### src/rtl/assert_macros.svh
// Assertion macros shared by the upwind momentum RTL.
`ifndef ASSERT_MACROS_SVH
`define ASSERT_MACROS_SVH
`ifndef SYNTHESIS
// Checked only out of reset.
`define ASSERT_RST(label, clk, rst_n, prop, msg) \
	label: assert property (@(posedge clk) disable iff (!rst_n) prop) else $error(msg);
// Checked at every edge, reset included.
`define ASSERT_ALWAYS(label, clk, prop, msg) \
	label: assert property (@(posedge clk) prop) else $error(msg);
`else
`define ASSERT_RST(label, clk, rst_n, prop, msg)
`define ASSERT_ALWAYS(label, clk, prop, msg)
`endif
`endif

### src/rtl/upwm_pkg.sv
// Types, widths and register codes for the upwind x-momentum pipeline.
package upwm_pkg;

	localparam int VALUE_WIDTH = 32;
	// Working value width, clamped to 16..32 so the 32-bit fields can carry it.
	localparam int VAL_W  = (VALUE_WIDTH > 32) ? 32 : ((VALUE_WIDTH < 16) ? 16 : VALUE_WIDTH);
	localparam int FIELD_W = 32;
	localparam int DENS_W = 31;
	localparam int INV_W  = 32;
	localparam int FRAC   = 16;
	localparam int DIFF_W = VAL_W + 1;
	localparam int PROD_W = DIFF_W + INV_W + 1;
	localparam int MUL_W  = VAL_W + DENS_W + 1;
	localparam int SUM_W  = MUL_W - FRAC + 3;
	localparam int ADDR_W = 5;
	localparam int DATA_W = 32;

	typedef enum logic [2:0] {
		REG_INV_DX = 3'd0,
		REG_INV_DY = 3'd1,
		REG_INV_DZ = 3'd2,
		REG_P_EN   = 3'd3,
		REG_A_EN   = 3'd4
	} reg_idx_t;

	typedef struct packed {
		logic [INV_W-1:0] inv_dx;
		logic [INV_W-1:0] inv_dy;
		logic [INV_W-1:0] inv_dz;
		logic             pressure_enable;
		logic             advection_enable;
	} cfg_t;

	typedef struct packed {
		logic signed [FIELD_W-1:0] vx_center;
		logic signed [FIELD_W-1:0] vx_x_minus;
		logic signed [FIELD_W-1:0] vx_x_plus;
		logic signed [FIELD_W-1:0] vx_y_minus;
		logic signed [FIELD_W-1:0] vx_y_plus;
		logic signed [FIELD_W-1:0] vx_z_minus;
		logic signed [FIELD_W-1:0] vx_z_plus;
		logic signed [FIELD_W-1:0] vy_center;
		logic signed [FIELD_W-1:0] vz_center;
		logic signed [FIELD_W-1:0] p_x_minus;
		logic signed [FIELD_W-1:0] p_x_plus;
		logic        [DENS_W-1:0]  inv_density;
	} stencil_t;

	typedef struct packed {
		logic signed [FIELD_W-1:0] rhs_value;
		logic                      saturated;
	} rhs_t;

	// Stage 1 result: upwind-selected differences plus pass-through operands.
	typedef struct packed {
		logic signed [DIFF_W-1:0] diff_p;
		logic signed [DIFF_W-1:0] diff_x;
		logic signed [DIFF_W-1:0] diff_y;
		logic signed [DIFF_W-1:0] diff_z;
		logic signed [VAL_W-1:0]  vx;
		logic signed [VAL_W-1:0]  vy;
		logic signed [VAL_W-1:0]  vz;
		logic        [DENS_W-1:0] rho;
	} sel_t;

	// Stage 3 result: saturated derivatives and their clip flags.
	typedef struct packed {
		logic signed [VAL_W-1:0]  dp;
		logic signed [VAL_W-1:0]  ddx;
		logic signed [VAL_W-1:0]  ddy;
		logic signed [VAL_W-1:0]  ddz;
		logic                     clip_p;
		logic                     clip_adv;
		logic signed [VAL_W-1:0]  vx;
		logic signed [VAL_W-1:0]  vy;
		logic signed [VAL_W-1:0]  vz;
		logic        [DENS_W-1:0] rho;
	} deriv_t;

endpackage

### src/rtl/upwm_cfg_regs.sv
// APB register file: grid spacing reciprocals and term enables.
module upwm_cfg_regs (
	input  logic                        clk,
	input  logic                        arst_n,
	input  logic                        psel,
	input  logic                        penable,
	input  logic                        pwrite,
	input  logic [upwm_pkg::ADDR_W-1:0] paddr,
	input  logic [upwm_pkg::DATA_W-1:0] pwdata,
	output logic [upwm_pkg::DATA_W-1:0] prdata,
	output logic                        pready,
	output upwm_pkg::cfg_t              cfg
);

	upwm_pkg::cfg_t    cfg_q;
	upwm_pkg::reg_idx_t idx;
	logic              wr_en;

	assign pready = 1'b1;
	assign idx    = upwm_pkg::reg_idx_t'(paddr[upwm_pkg::ADDR_W-1:2]);
	assign wr_en  = psel & penable & pwrite & pready;
	assign cfg    = cfg_q;

	always_ff @(posedge clk or negedge arst_n) begin
		if (!arst_n) begin
			cfg_q.inv_dx           <= upwm_pkg::INV_W'(65536);
			cfg_q.inv_dy           <= upwm_pkg::INV_W'(65536);
			cfg_q.inv_dz           <= upwm_pkg::INV_W'(65536);
			cfg_q.pressure_enable  <= 1'b1;
			cfg_q.advection_enable <= 1'b1;
		end else if (wr_en) begin
			case (idx)
				upwm_pkg::REG_INV_DX: cfg_q.inv_dx <= pwdata[upwm_pkg::INV_W-1:0];
				upwm_pkg::REG_INV_DY: cfg_q.inv_dy <= pwdata[upwm_pkg::INV_W-1:0];
				upwm_pkg::REG_INV_DZ: cfg_q.inv_dz <= pwdata[upwm_pkg::INV_W-1:0];
				upwm_pkg::REG_P_EN:   cfg_q.pressure_enable <= pwdata[0];
				upwm_pkg::REG_A_EN:   cfg_q.advection_enable <= pwdata[0];
				default: ;
			endcase
		end
	end

	always_comb begin
		case (idx)
			upwm_pkg::REG_INV_DX: prdata = upwm_pkg::DATA_W'(cfg_q.inv_dx);
			upwm_pkg::REG_INV_DY: prdata = upwm_pkg::DATA_W'(cfg_q.inv_dy);
			upwm_pkg::REG_INV_DZ: prdata = upwm_pkg::DATA_W'(cfg_q.inv_dz);
			upwm_pkg::REG_P_EN:   prdata = upwm_pkg::DATA_W'(cfg_q.pressure_enable);
			upwm_pkg::REG_A_EN:   prdata = upwm_pkg::DATA_W'(cfg_q.advection_enable);
			default:              prdata = '0;
		endcase
	end

endmodule

### config.mk
export PLATFORM = sky130hd
export DESIGN_NAME = upwm_cfg_regs
export DESIGN_NICKNAME = d
export VERILOG_FILES = /design/src/rtl/assert_macros.svh /design/src/rtl/upwm_pkg.sv /design/src/rtl/upwm_cfg_regs.sv
export SDC_FILE = /design/constraint.sdc
export NUM_CORES = 1
export LEC_CHECK = 0
export BUFFER_PORTS_ARGS = -buffer_cell sky130_fd_sc_hd__buf_2
export CORE_UTILIZATION = 49
export DETAILED_ROUTE_END_ITERATION = 7
export HOLD_SLACK_MARGIN = 0.12
export PLACE_DENSITY = 0.8
export SLEW_MARGIN = 0
export SYNTH_ARGS = -nofsm -noshare
export SYNTH_HDL_FRONTEND = slang
export SYNTH_SLANG_ARGS = --single-unit
### constraint.sdc
create_clock -name clk -period 1.3 [get_ports clk]
set_clock_uncertainty 0.1 [all_clocks]
set_input_delay 0.13 -clock clk [delete_from_list [all_inputs] [get_ports clk]]
set_output_delay 0.13 -clock clk [all_outputs]
set_load 0.01 [all_outputs]
==> flow_summary.toml <==
[clock_network]
clk_path_buf_depth = 2
h-tree-depth = 3
clk_transition_reported_paths_ns = 0.10
cts_tree = "built"
numCtsBuffers = 9
root_buffer = "clkbuf_8"
clk_latency_ns = 0.36
clock-sinks = 98

[synth]
synth-async-reset-ratio = 1.00
ys_seq_area_frac = 0.531
syn_area_mm2 = 0.00463
synth_flop_cell = "dfrtp_1"
synth_edf_count = 0
synth_top_area_cell = "dfrtp_1"
synth.distinct_cells = 22
synthCells = 362
synth_nets = 404
yosys-top-cells-area = "dfrtp_1, mux2_2, mux2i_1"
syn_area_per_cell_um2 = 12.8
synth_common_cells = "mux2_2, dfrtp_1, mux2i_1, nand2_1"
synth_top_area_share = 0.503
ys_seq_elements = 98
yosysMostFrequentCell = "mux2_2"
ys_warn_count = 0

[worst_setup_path]
startpoint_type = "flip-flop"
cp.arrival_ns = 1.51
crit_family = "flip-flops"
max_stage_delay_ns = 0.55
worstPathMaxFanout = 2
crit_path_end_kind = "primary output"
cp.depth = 4
critPathKind = "reg2out"
r2r_slack_ns = 0.19
reg2reg_depth = 3
cp.buffers_inverters = 1
cp.required_ns = 1.07
crit_chain = "mux2i_1 > or2_4 > a21oi_2 > buf_2"
cp_slowest_cell = "dfstp_2"

[power]
pwr-share-comb = 0.388
pwr-share-clk = 0.197
pwr-share-seq = 0.415
power.leakage_nw = 3.77
p_per_area_mw_per_mm2 = 1330
p_sw_frac = 0.314
total_power_mw = 9.88
vdd_drop_max_mv = 0.847
intPower_mw = 6.77
p_switching_mw = 3.11

[placed_design]
place_area_mm2 = 0.00591
place_congestion = 0.794
preCtsSetupSlack_ns = -0.278
dp_cells = 646
dp_hpwl_um = 8710
io_buffers = 169

[floorplanning]
placementRows = 35
die_width_um = 99.2
die_h_um = 99.2
initial_core_util = 0.504
io_pins = 173
die_area_mm2 = 0.00984
core-area_mm2 = 0.00920

[drt]
vias = 4106
finalWirelength_um = 14600
first_pass_iters = 4
wire_per_inst_um = 19.2
drc = 0
drtIter0Drc = 125
ant_nets = 0
routed_via_density = 5.40

[cells_and_area]
multi_input_area_mm2 = 0.00238
final_design_area_no_fill_mm2 = 0.00743
regArea_mm2 = 0.00246
largest_reg_flops = 98
area_delta_synth_final_pct = 60.4
stdcell_count = 761
num_antenna_cells = 0
fin_nets = 687
n_fill_cell = 502
fin_util = 0.808
drive_gt1_frac = 0.683

[sta]
min_period_ns = 1.74
fin_crit_sh = 1.34
rsz0062_at_grt = "yes"
max_freq_mhz = 574
tns_ns = -8.14
setup_viol = 46
worst_slack_ns = -0.441
hold_viol_final = 0
hold_ws_ns = 0.235
final_max_slew_viol_count = 0

[hold_path]
holdPathStages = 4
min_path_type = "in2reg"

[global_routing]
antenna_found_initial = 0
grt_overflow = 0
grtUsageTotal = 0.288
grt_pass1_wl_um = 21700
first_global_vias = 4247
grt_max_degree = 32

[run_status]
violations = "negative setup slack"
status = "finished with violations"

[job]
drv_cap = 0
[worst paths after layout]
path,endpoint,from
worst min-delay path,cfg[1]$_DFFE_PN1P_,paddr[3]
min in group asynchronous,cfg[18]$_DFFE_PN1P_,arst_n
max in group asynchronous,cfg[46]$_DFFE_PN0P_,arst_n
worst min register to register,cfg[34]$_DFFE_PN0P_,cfg[34]$_DFFE_PN0P_
worst max-delay path,prdata[16],cfg[18]$_DFFE_PN1P_
worst max register to register,cfg[28]$_DFFE_PN0P_,cfg[28]$_DFFE_PN0P_
[worst min-delay path: stages]
cell and delay, ns:
buf_2 0.15, buf_4 0.16, nand3_1 0.07, mux2_2 0.15
[power by group through the flow]
stage	Sequential, mW	Clock, mW	Combinational (mW)
finish	4.10	1.95	3.84
floorplan	4.40	0	1.11
CTS	4.04	1.98	3.37
global route	4.15	2.10	4.07
detailed placement	4.19	0	2.53
global placement	4.15	0	2.45
[logic make-up (layout without fill, tap and decap cells)]
family                 Yosys count  in the layout  share of synthesized area
muxes                          131            131                      0.310
DFF                             98             98                      0.531
and+or+nand+nor                 76             76                     0.0919
AOI/OAI and AO/OA               31             31                     0.0335
buffers and inverters           25            313                     0.0330
other                            1              1                   0.000810
[layout by cell type (no fill, tap or decap)]
| master | instances |
|---|---|
| dfrtp_1 | 93 |
| clkinv_4 | 3 |
| nor2b_4 | 1 |
| mux2i_1 | 32 |
| mux2_2 | 59 |
| mux2_4 | 40 |
| buf_4 | 70 |
| nand3_4 | 1 |
| conb_1 | 1 |
| buf_2 | 132 |
| a21oi_2 | 30 |
| dfstp_2 | 5 |
| a21oi_4 | 1 |
| dlygate4sd3_1 | 39 |
| nand3_1 | 4 |
| nand3b_1 | 1 |
| or2_4 | 31 |
| buf_12 | 5 |
| inv_8 | 1 |
| buf_6 | 51 |
| nor3b_4 | 1 |
| inv_6 | 1 |
| nand2_1 | 32 |
| or3_1 | 1 |
| and3_1 | 1 |
| nor4b_4 | 1 |
| clkbuf_8 | 11 |
| nor2b_1 | 1 |
| nor2_1 | 1 |
[repair_timing]
action,4_1_cts,5_1_grt
pin swaps,11,10
endpoints found under the hold margin,196,1
resized for setup,60,59
endpoints found under the setup margin,34,65
buffers inserted,55,22
hold buffers,33,6
[per-layer routing]
| metal | part of all wire | track usage | wire [um] | vias up |
|---|---|---|---|---|
| li1 | - | - | - | 1821 |
| met1 | 0.41 | 0.362 | 6000 | 2101 |
| met2 | 0.51 | 0.505 | 7530 | 160 |
| met3 | 0.059 | 0.0562 | 863 | 24 |
| met4 | 0.016 | 0.0894 | 232 | 0 |
| met5 | 0 | 0 | 0 | - |
[final cells by class]
class | instances | share of cell area
repair buffers | 297 | 0.303
clock buffers | 11 | 0.0204
flip-flops and latches | 98 | 0.331
well taps | 111 | 0.0187
clock inverters | 5 | 0.00623
multi-input cells | 239 | 0.321
(Power assumes the default switching activity.)
