### config.mk
export PLATFORM = sky130hd
export DESIGN_NAME = upwm_select
export DESIGN_NICKNAME = d
export VERILOG_FILES = /design/src/rtl/upwm_pkg.sv /design/src/rtl/upwm_select.sv
export VERILOG_INCLUDE_DIRS = /design/src /design/src/rtl
export SDC_FILE = /design/constraint.sdc
export NUM_CORES = 1
export LEC_CHECK = 0
export ABC_CLOCK_PERIOD_IN_PS = 16450
export BUFFER_PORTS_ARGS = -buffer_cell sky130_fd_sc_hd__buf_2
export CAP_MARGIN = 20
export CORE_AREA = 4 4 250 252
export DETAILED_ROUTE_END_ITERATION = 16
export DIE_AREA = 0 0 254 256
export PLACE_DENSITY = 0.57
export SKIP_LAST_GASP = 1
export SLEW_MARGIN = 30
export SYNTH_ARGS = -nofsm -noshare
export SYNTH_HDL_FRONTEND = slang
export SYNTH_SLANG_ARGS = --single-unit
### constraint.sdc
create_clock -name clk -period 16.45 [get_ports clk]
set_input_delay 2.4675 -clock clk [delete_from_list [all_inputs] [get_ports clk]]
set_output_delay 2.4675 -clock clk [all_outputs]
set_load 0.01 [all_outputs]
### src/rtl/assert_macros.svh
// Assertion macros shared by the upwind momentum RTL.
`ifndef ASSERT_MACROS_SVH
`define ASSERT_MACROS_SVH
`ifndef SYNTHESIS
// Checked only out of reset.
`define ASSERT_RST(label, clk, rst_n, prop, msg) \
	label: assert property (@(posedge clk) disable iff (!rst_n) prop) else $error(msg);
// Checked at every edge, reset included.
`define ASSERT_ALWAYS(label, clk, prop, msg) \
	label: assert property (@(posedge clk) prop) else $error(msg);
`else
`define ASSERT_RST(label, clk, rst_n, prop, msg)
`define ASSERT_ALWAYS(label, clk, prop, msg)
`endif
`endif

### src/rtl/upwm_pkg.sv
// Types, widths and register codes for the upwind x-momentum pipeline.
package upwm_pkg;

	localparam int VALUE_WIDTH = 32;
	// Working value width, clamped to 16..32 so the 32-bit fields can carry it.
	localparam int VAL_W  = (VALUE_WIDTH > 32) ? 32 : ((VALUE_WIDTH < 16) ? 16 : VALUE_WIDTH);
	localparam int FIELD_W = 32;
	localparam int DENS_W = 31;
	localparam int INV_W  = 32;
	localparam int FRAC   = 16;
	localparam int DIFF_W = VAL_W + 1;
	localparam int PROD_W = DIFF_W + INV_W + 1;
	localparam int MUL_W  = VAL_W + DENS_W + 1;
	localparam int SUM_W  = MUL_W - FRAC + 3;
	localparam int ADDR_W = 5;
	localparam int DATA_W = 32;

	typedef enum logic [2:0] {
		REG_INV_DX = 3'd0,
		REG_INV_DY = 3'd1,
		REG_INV_DZ = 3'd2,
		REG_P_EN   = 3'd3,
		REG_A_EN   = 3'd4
	} reg_idx_t;

	typedef struct packed {
		logic [INV_W-1:0] inv_dx;
		logic [INV_W-1:0] inv_dy;
		logic [INV_W-1:0] inv_dz;
		logic             pressure_enable;
		logic             advection_enable;
	} cfg_t;

	typedef struct packed {
		logic signed [FIELD_W-1:0] vx_center;
		logic signed [FIELD_W-1:0] vx_x_minus;
		logic signed [FIELD_W-1:0] vx_x_plus;
		logic signed [FIELD_W-1:0] vx_y_minus;
		logic signed [FIELD_W-1:0] vx_y_plus;
		logic signed [FIELD_W-1:0] vx_z_minus;
		logic signed [FIELD_W-1:0] vx_z_plus;
		logic signed [FIELD_W-1:0] vy_center;
		logic signed [FIELD_W-1:0] vz_center;
		logic signed [FIELD_W-1:0] p_x_minus;
		logic signed [FIELD_W-1:0] p_x_plus;
		logic        [DENS_W-1:0]  inv_density;
	} stencil_t;

	typedef struct packed {
		logic signed [FIELD_W-1:0] rhs_value;
		logic                      saturated;
	} rhs_t;

	// Stage 1 result: upwind-selected differences plus pass-through operands.
	typedef struct packed {
		logic signed [DIFF_W-1:0] diff_p;
		logic signed [DIFF_W-1:0] diff_x;
		logic signed [DIFF_W-1:0] diff_y;
		logic signed [DIFF_W-1:0] diff_z;
		logic signed [VAL_W-1:0]  vx;
		logic signed [VAL_W-1:0]  vy;
		logic signed [VAL_W-1:0]  vz;
		logic        [DENS_W-1:0] rho;
	} sel_t;

	// Stage 3 result: saturated derivatives and their clip flags.
	typedef struct packed {
		logic signed [VAL_W-1:0]  dp;
		logic signed [VAL_W-1:0]  ddx;
		logic signed [VAL_W-1:0]  ddy;
		logic signed [VAL_W-1:0]  ddz;
		logic                     clip_p;
		logic                     clip_adv;
		logic signed [VAL_W-1:0]  vx;
		logic signed [VAL_W-1:0]  vy;
		logic signed [VAL_W-1:0]  vz;
		logic        [DENS_W-1:0] rho;
	} deriv_t;

endpackage

### src/rtl/upwm_select.sv
// Stage 1: upwind direction select and stencil differences.
`include "assert_macros.svh"
module upwm_select (
	input  logic               clk,
	input  logic               arst_n,
	input  logic               up_valid,
	output logic               up_stall,
	input  upwm_pkg::stencil_t up_data,
	output logic               dn_valid,
	input  logic               dn_stall,
	output upwm_pkg::sel_t     dn_data
);

	logic                              v_s1;
	upwm_pkg::sel_t                    sel_s1;
	upwm_pkg::sel_t                    sel_d;
	logic                              load;
	logic signed [upwm_pkg::VAL_W-1:0] vx, vxm, vxp, vym, vyp, vzm, vzp, vy, vz, pm, pp;

	// Low VAL_W bits of each field, taken as signed.
	assign vx  = $signed(up_data.vx_center[upwm_pkg::VAL_W-1:0]);
	assign vxm = $signed(up_data.vx_x_minus[upwm_pkg::VAL_W-1:0]);
	assign vxp = $signed(up_data.vx_x_plus[upwm_pkg::VAL_W-1:0]);
	assign vym = $signed(up_data.vx_y_minus[upwm_pkg::VAL_W-1:0]);
	assign vyp = $signed(up_data.vx_y_plus[upwm_pkg::VAL_W-1:0]);
	assign vzm = $signed(up_data.vx_z_minus[upwm_pkg::VAL_W-1:0]);
	assign vzp = $signed(up_data.vx_z_plus[upwm_pkg::VAL_W-1:0]);
	assign vy  = $signed(up_data.vy_center[upwm_pkg::VAL_W-1:0]);
	assign vz  = $signed(up_data.vz_center[upwm_pkg::VAL_W-1:0]);
	assign pm  = $signed(up_data.p_x_minus[upwm_pkg::VAL_W-1:0]);
	assign pp  = $signed(up_data.p_x_plus[upwm_pkg::VAL_W-1:0]);

	// Non-negative velocity -> backward difference, else forward.
	always_comb begin
		sel_d.diff_p = upwm_pkg::DIFF_W'(pp) - upwm_pkg::DIFF_W'(pm);
		sel_d.diff_x = vx[upwm_pkg::VAL_W-1] ? (upwm_pkg::DIFF_W'(vxp) - upwm_pkg::DIFF_W'(vx))
		                                     : (upwm_pkg::DIFF_W'(vx) - upwm_pkg::DIFF_W'(vxm));
		sel_d.diff_y = vy[upwm_pkg::VAL_W-1] ? (upwm_pkg::DIFF_W'(vyp) - upwm_pkg::DIFF_W'(vx))
		                                     : (upwm_pkg::DIFF_W'(vx) - upwm_pkg::DIFF_W'(vym));
		sel_d.diff_z = vz[upwm_pkg::VAL_W-1] ? (upwm_pkg::DIFF_W'(vzp) - upwm_pkg::DIFF_W'(vx))
		                                     : (upwm_pkg::DIFF_W'(vx) - upwm_pkg::DIFF_W'(vzm));
		sel_d.vx  = vx;
		sel_d.vy  = vy;
		sel_d.vz  = vz;
		sel_d.rho = up_data.inv_density;
	end

	assign up_stall = v_s1 & dn_stall;
	assign load     = ~up_stall;
	assign dn_valid = v_s1;
	assign dn_data  = sel_s1;

	always_ff @(posedge clk or negedge arst_n) begin
		if (!arst_n) begin
			v_s1 <= 1'b0;
		end else if (load) begin
			v_s1 <= up_valid;
		end
	end

	always_ff @(posedge clk) begin
		if (load && up_valid) begin
			sel_s1 <= sel_d;
		end
	end

	`ASSERT_ALWAYS(a_empty_never_stalls, clk, !v_s1 |-> !up_stall, "stage 1 empty but stalling")

endmodule

==> results.yml, run 1 <==
run_status:
  status: "complete, no violations"
timing:
  min_period_ns: 5.53
  setup_viol: 0
  fin_ws_ns: 10.92
  rsz0062_at_grt: "no"
  final_max_slew_viol_count: 0
  slew_headroom: 0.415
  finalHoldViolations: 0
  tns_ns: 0
  tightest_slew_ns: 0.855
  fin_skew_ns: 0.0141
  post-route-period-util: 0.336
  clock.fmax_mhz: 181
power:
  swShare: 0.329
  p_leak_nw: 12.4
  p_int_mw: 1.58
  powerDensity_nw_per_um2: 89.5
  combPwrFrac: 0.315
  seq_power_share: 0.353
  p_switching_mw: 0.771
  p_clk_frac: 0.332
  vdd_drop_max_mv: 0.0778
clocking:
  clock-sinks: 260
  post-cts-setup-buffer-count: 0
  clkTransAtPathRegs_ns: 0.06
  ctsRootBufferMaster: "clkbuf_16"
  htreeDepth: 1
  hold_buffers: 0
  cts_tree: "done"
  post_cts_resized: 0
  cts_buffers: 31
  clk_latency_ns: 0.60
  ctsLongestPathBuffers: 3
setup_path:
  crit_path_start_kind: "primary input"
  slowest_delay_ns: 0.32
  worst_r2r_startpoint: "dn_valid$_DFFE_PN0N_"
  critPathKind: "in2out"
  critical_path_required_ns: 13.98
  critical_path.most_common_cell: "buf_2"
  cp_max_fo: 3
  rr_worst_depth: 5
  crit_family: "simple AND/OR/NAND/NOR gates"
  setup.worst_path.end_class: "primary output"
  path_buf_inv: 2
  cp.arrival_ns: 3.06
  crit_chain: "buf_2, and2_1, buf_2"
  slowest_stage: "and2_1"
  worstSetupStartpoint: "dn_stall"
  path_depth: 3
cells_and_area:
  multiInputGateArea_um2: 12100
  syn2layout_area_growth_pct: 25.3
  most-common-layout-cells: "647 x buf_2, 259 x edfxtp_1, 224 x inv_1, 224 x ha_1, 210 x a21oi_1"
  finalNetCount: 3477
  layoutNonFillerInstCount: 3678
  fillCellCount: 6052
  final_common_cell: "buf_2"
  seqCellArea_um2: 7800
  drive_gt1_frac: 0.258
placement:
  portBuffers: 647
  post-place-ws_ns: 10.50
  gp_congestion: 0.945
  dp_hpwl_um: 72900
  dp_cells: 3607
floorplan:
  initial_core_util: 0.348
  coreArea_um2: 60100
  die-area_um2: 65000
  num_rows: 90
  io-pin-count: 648
  dieWidth_um: 254
  die_h_um: 256
run:
  maxCapViolations: 0
detailed_routing:
  drc: 0
  first_pass_iters: 5
  first_iter_violations: 1305
  vias: 19900
  antenna_left: 0
  avgViaCountPerCell: 5.40
  avgRoutedWirePerCell_um: 23.6
  wirelength_um: 86800
yosys:
  synth_cell_types: 77
  syn_area_um2: 20900
  async_flop_share: 0.00385
  synth.avg_cell_area_um2: 9.41
  syn_nets: 2842
  ys_seq_area_frac: 0.373
  ys_warn_count: 0
  synthFlopType: "edfxtp_1"
  synth_cells: 2224
  ys_seq_elements: 260
  synth_edf_count: 259
global_route:
  antenna_found_initial: 25
  grt_pass1_vias: 19000
  overflow: 0
  grt_pass1_wl_um: 122000
  grt_start_max_net_pins: 135
  grt_util_all_layers: 0.249
hold_path:
  min_path_type: "reg2reg"
  min-delay-start: "dn_valid$_DFFE_PN0N_"
  hold_depth: 2
final timing paths:
kind / endpoint / slack [ns]
setup / recovery: up_stall / 10.92
hold / removal: dn_valid$_DFFE_PN0N_ / 0.87
setup reg to reg: dn_data[225]$_DFFE_PP_ / 13.89
hold reg to reg: dn_valid$_DFFE_PN0N_ / 0.87
max in group asynchronous: dn_valid$_DFFE_PN0N_ / 14.72
min in group asynchronous: dn_valid$_DFFE_PN0N_ / 1.64
worst register-to-register path, delay by kind of cell (launching register included):
family                 cells  cell delay [ns]
buffers and inverters      3             1.31
flip-flops                 1             0.37
AND/OR/NAND/NOR            2             0.45
per-stage QoR:
stage / hold slack (ns) / cell area (um^2) / power, mW / util
finish: 0.867 / 26200 / 2.35 / 0.436
global route: 0.877 / 26200 / 2.47 / 0.436
CTS: 0.888 / 26100 / 2.36 / 0.435
detailed placement: 0.867 / 25000 / 1.58 / 0.416
global placement: 0.867 / 25000 / 1.57 / 0.416
floorplan: 0.730 / 20900 / 1.32 / -
area by class of cell:
class | instances | share of cell area
clock inverter | 20 | 0.0115
sequential | 260 | 0.298
timing repair buffer | 656 | 0.127
antenna | 12 | 0.00115
inverter | 224 | 0.0321
tap | 782 | 0.0373
clock buffer | 38 | 0.0318
multi-input combinational | 1686 | 0.461
logic make-up after synthesis:
family          Yosys count  share of synthesized area
compound gates          723                      0.225
flops                   260                      0.373
fa+ha+maj               231                      0.141
simple gates            532                      0.125
mux                      33                     0.0161
xor+xnor                167                     0.0699
buf+inv                 278                     0.0499
layer usage:
metal | vias up | GRT usage | part of all wire
met2 | 786 | 0.452 | 0.50
met3 | 152 | 0.0367 | 0.065
met1 | 9424 | 0.291 | 0.38
met4 | 2 | 0.101 | 0.046
met5 | - | 0 | 0.00015
li1 | 9488 | - | -
power by group through the flow:
stage                     sequential [mW]  clock [mW]  combinational, mW
after CTS                           0.828       0.798              0.739
after global placement              0.841           0              0.730
final                               0.827       0.779              0.739
after floorplan                     0.880           0              0.439
after detailed placement            0.841           0              0.735
after global routing                0.831       0.829              0.808
Yosys cell counts, drive strengths merged (36+ instances only):
cell,instances,area share
a21o,124,0.045
a21oi,210,0.050
clkbuf,48,0.0086
edfxtp,259,0.37
ha,224,0.13
inv,224,0.040
nand2,135,0.024
nand2b,43,0.013
nand3,50,0.012
nor2,132,0.024
o21a,36,0.013
o21ai,155,0.037
xnor2,96,0.040
xor2,71,0.030
registers in the layout, summed over array words and instances (netlist names):
name	flops
dn_valid	1
dn_data	259
Power figures use the tool's default switching activity.
==> inputs of run 2 (changes only) <==
--- a/config.mk
+++ b/config.mk
@@ -6,13 +6,14 @@
 export SDC_FILE = /design/constraint.sdc
 export NUM_CORES = 1
 export LEC_CHECK = 0
-export ABC_CLOCK_PERIOD_IN_PS = 16450
+export ABC_AREA = 1
+export ABC_CLOCK_PERIOD_IN_PS = 5100
 export BUFFER_PORTS_ARGS = -buffer_cell sky130_fd_sc_hd__buf_2
 export CAP_MARGIN = 20
-export CORE_AREA = 4 4 250 252
+export CORE_AREA = 4 4 248 250
 export DETAILED_ROUTE_END_ITERATION = 16
-export DIE_AREA = 0 0 254 256
-export PLACE_DENSITY = 0.57
+export DIE_AREA = 0 0 252 254
+export PLACE_DENSITY = 0.67
 export SKIP_LAST_GASP = 1
 export SLEW_MARGIN = 30
 export SYNTH_ARGS = -nofsm -noshare
==> constraint.sdc (replaced) <==
create_clock -name clk -period 5.1 [get_ports clk]
set_input_delay 0.765 -clock clk [delete_from_list [all_inputs] [get_ports clk]]
set_output_delay 0.765 -clock clk [all_outputs]
set_load 0.01 [all_outputs]
==> run 2 against run 1 <==
  * Die area fell by 1.6%
  * Non-clock buffer count grew 4
  * Largest cell class unchanged
  * Critical path type is now in2reg
  * Clock skew rose by 0.00054 ns
==> results.yml, run 2 <==
run_status:
  status: "complete, no violations"
setup_path:
  crit_family: "simple AND/OR/NAND/NOR gates"
  path_buf_inv: 2
  setup.worst_path.end_class: "flop"
  slowest_stage: "ha_1"
  slowest_delay_ns: 0.47
  crit_chain: "buf_2, inv_1, ha_1, nand2_1, nor2_1, and2_1, nand2_1, nand2_2, nand2_1, nand2_1, nand2_1, nand3_1, nand2_1"
  critical_path.most_common_cell: "nand2_1"
  cp.arrival_ns: 2.99
  critPathKind: "in2reg"
  cp_max_fo: 5
  crit_path_start_kind: "primary input"
  critical_path_required_ns: 5.39
cells_and_area:
  drive_gt1_frac: 0.162
  most-common-layout-cells: "1608 x nand2_1, 941 x inv_1, 647 x buf_2"
  design_area_um2: 31500
  final_common_cell: "nand2_1"
  syn2layout_area_growth_pct: 20.7
  finalNetCount: 5468
  fillCellCount: 6246
  multiInputGateArea_um2: 14700
  layoutNonFillerInstCount: 5656
  seqCellArea_um2: 7800
  largest_reg_flops: 259
yosys:
  syn_nets: 4791
  synth_top_area_share: 0.298
  synth.avg_cell_area_um2: 6.25
  synth_cells: 4173
  async_flop_share: 0.00385
  ys_seq_elements: 260
  synth_commonest_cells: "1609 x nand2_1, 942 x inv_1, 312 x nor2_1"
  synth_largest_area_cell: "edfxtp_1"
  ys_warn_count: 0
  synth_cell_types: 38
  ys_seq_area_frac: 0.299
  synthFlopType: "edfxtp_1"
  syn_area_um2: 26100
  synth_edf_count: 259
  yosysMostFrequentCell: "nand2_1"
  synth.area.top_cells: "edfxtp_1 30%, nand2_1 23%, inv_1 14%, ha_1 11%, nor2_1 4.5%"
clocking:
  cts_tree: "done"
  htreeDepth: 2
  ctsRootBufferMaster: "clkbuf_16"
  cts_buffers: 34
  clock-sinks: 260
  ctsLongestPathBuffers: 3
  clk_latency_ns: 0.56
  post-cts-setup-buffer-count: 0
  clkTransAtPathRegs_ns: 0.06
timing:
  final_max_slew_viol_count: 0
  min_period_ns: 2.70
  fin_skew_ns: 0.0147
  tightest_slew_ns: 0.882
  fin_ws_ns: 2.40
  slew_headroom: 0.411
  post-route-period-util: 0.529
  setup_viol: 0
  rsz0062_at_grt: "no"
  clock.fmax_mhz: 371
  finalHoldViolations: 0
  tns_ns: 0
detailed_routing:
  wirelength_um: 107000
  vias: 28400
  antenna_left: 0
  first_pass_iters: 6
  drc: 0
  first_iter_violations: 2480
  avgRoutedWirePerCell_um: 18.9
  avgViaCountPerCell: 5.03
power:
  p_clk_frac: 0.314
  powerDensity_nw_per_um2: 249
  p_switching_mw: 2.88
  combPwrFrac: 0.349
  p_leak_nw: 18.6
  swShare: 0.366
  seq_power_share: 0.338
  p_int_mw: 4.98
  vdd_drop_max_mv: 0.241
floorplan:
  num_rows: 89
  die_h_um: 254
  coreArea_um2: 59000
  initial_core_util: 0.442
  io-pin-count: 648
  die-area_um2: 64000
  dieWidth_um: 252
placement:
  dp_hpwl_um: 89900
  placed_area_um2: 30300
  gp_congestion: 0.983
  dp_cells: 5586
  portBuffers: 647
  post-place-ws_ns: 1.85
hold_path:
  min_path_type: "in2reg"
run:
  maxCapViolations: 0
global_route:
  grt_start_max_net_pins: 99
  grt_util_all_layers: 0.318
  antenna_found_initial: 14
  grt_pass1_vias: 25900
  overflow: 0
  grt_pass1_wl_um: 154000
==> run 2: kinds of logic after synthesis <==
kind of cell / count (synthesis) / synth area share
AO/OA/AOI/OAI: 355 / 0.0716
XOR/XNOR: 32 / 0.0107
adder cells (fa/ha/maj): 231 / 0.113
buffers and inverters: 964 / 0.139
flip-flops: 260 / 0.299
multiplexers: 6 / 0.00230
AND/OR/NAND/NOR: 2325 / 0.364
==> run 2: layout make-up <==
class / instances / share of cell area
antenna: 8 / 0.000636
sequential: 260 / 0.248
timing repair buffer: 660 / 0.107
inverter: 945 / 0.113
multi-input combinational: 2949 / 0.466
tap: 773 / 0.0307
clock buffer: 45 / 0.0293
clock inverter: 16 / 0.00600
==> run 2: per-layer routing <==
metal / share of wire / wire (um) / GRT usage
met1: 0.40 / 43200 / 0.399
met2: 0.47 / 50200 / 0.544
met3: 0.079 / 8450 / 0.0536
met4: 0.049 / 5220 / 0.131
met5: 0.00012 / 13 / 0
==> run 2: worst paths after layout <==
check                                startpoint  cells after the start                      to  slack, ns
max reg2reg                dn_valid$_DFFE_PN0N_                      4  dn_data[211]$_DFFE_PP_       2.92
min in group asynchronous                arst_n                      2    dn_valid$_DFFE_PN0N_       0.54
max                                up_data[364]                     13  dn_data[191]$_DFFE_PP_       2.40
min                                 up_data[24]                      1   dn_data[24]$_DFFE_PP_       0.39
max in group asynchronous                arst_n                      2    dn_valid$_DFFE_PN0N_       4.48
min reg2reg                dn_valid$_DFFE_PN0N_                      2    dn_valid$_DFFE_PN0N_       0.63
==> run 2: per-stage QoR <==
stage                     utilization  hold slack, ns  total power, mW
after floorplan                     -           0.469             4.39
after global placement          0.514           0.541             5.38
after detailed placement        0.514           0.546             5.38
after CTS                       0.533           0.366             7.87
after global routing            0.534           0.369             8.30
final                           0.534           0.390             7.86
==> run 2: power groups by stage <==
stage	registers, mW	clock network, mW	logic (mW)
floorplan	2.77	0	1.62
global placement	2.69	0	2.68
detailed placement	2.69	0	2.69
CTS	2.65	2.51	2.70
global route	2.66	2.60	3.04
finish	2.65	2.46	2.74
==> run 2: timing repair <==
item	CTS	global route
hold buffers	1	0
gates resized for setup	0	0
hold endpoints to repair	1	0
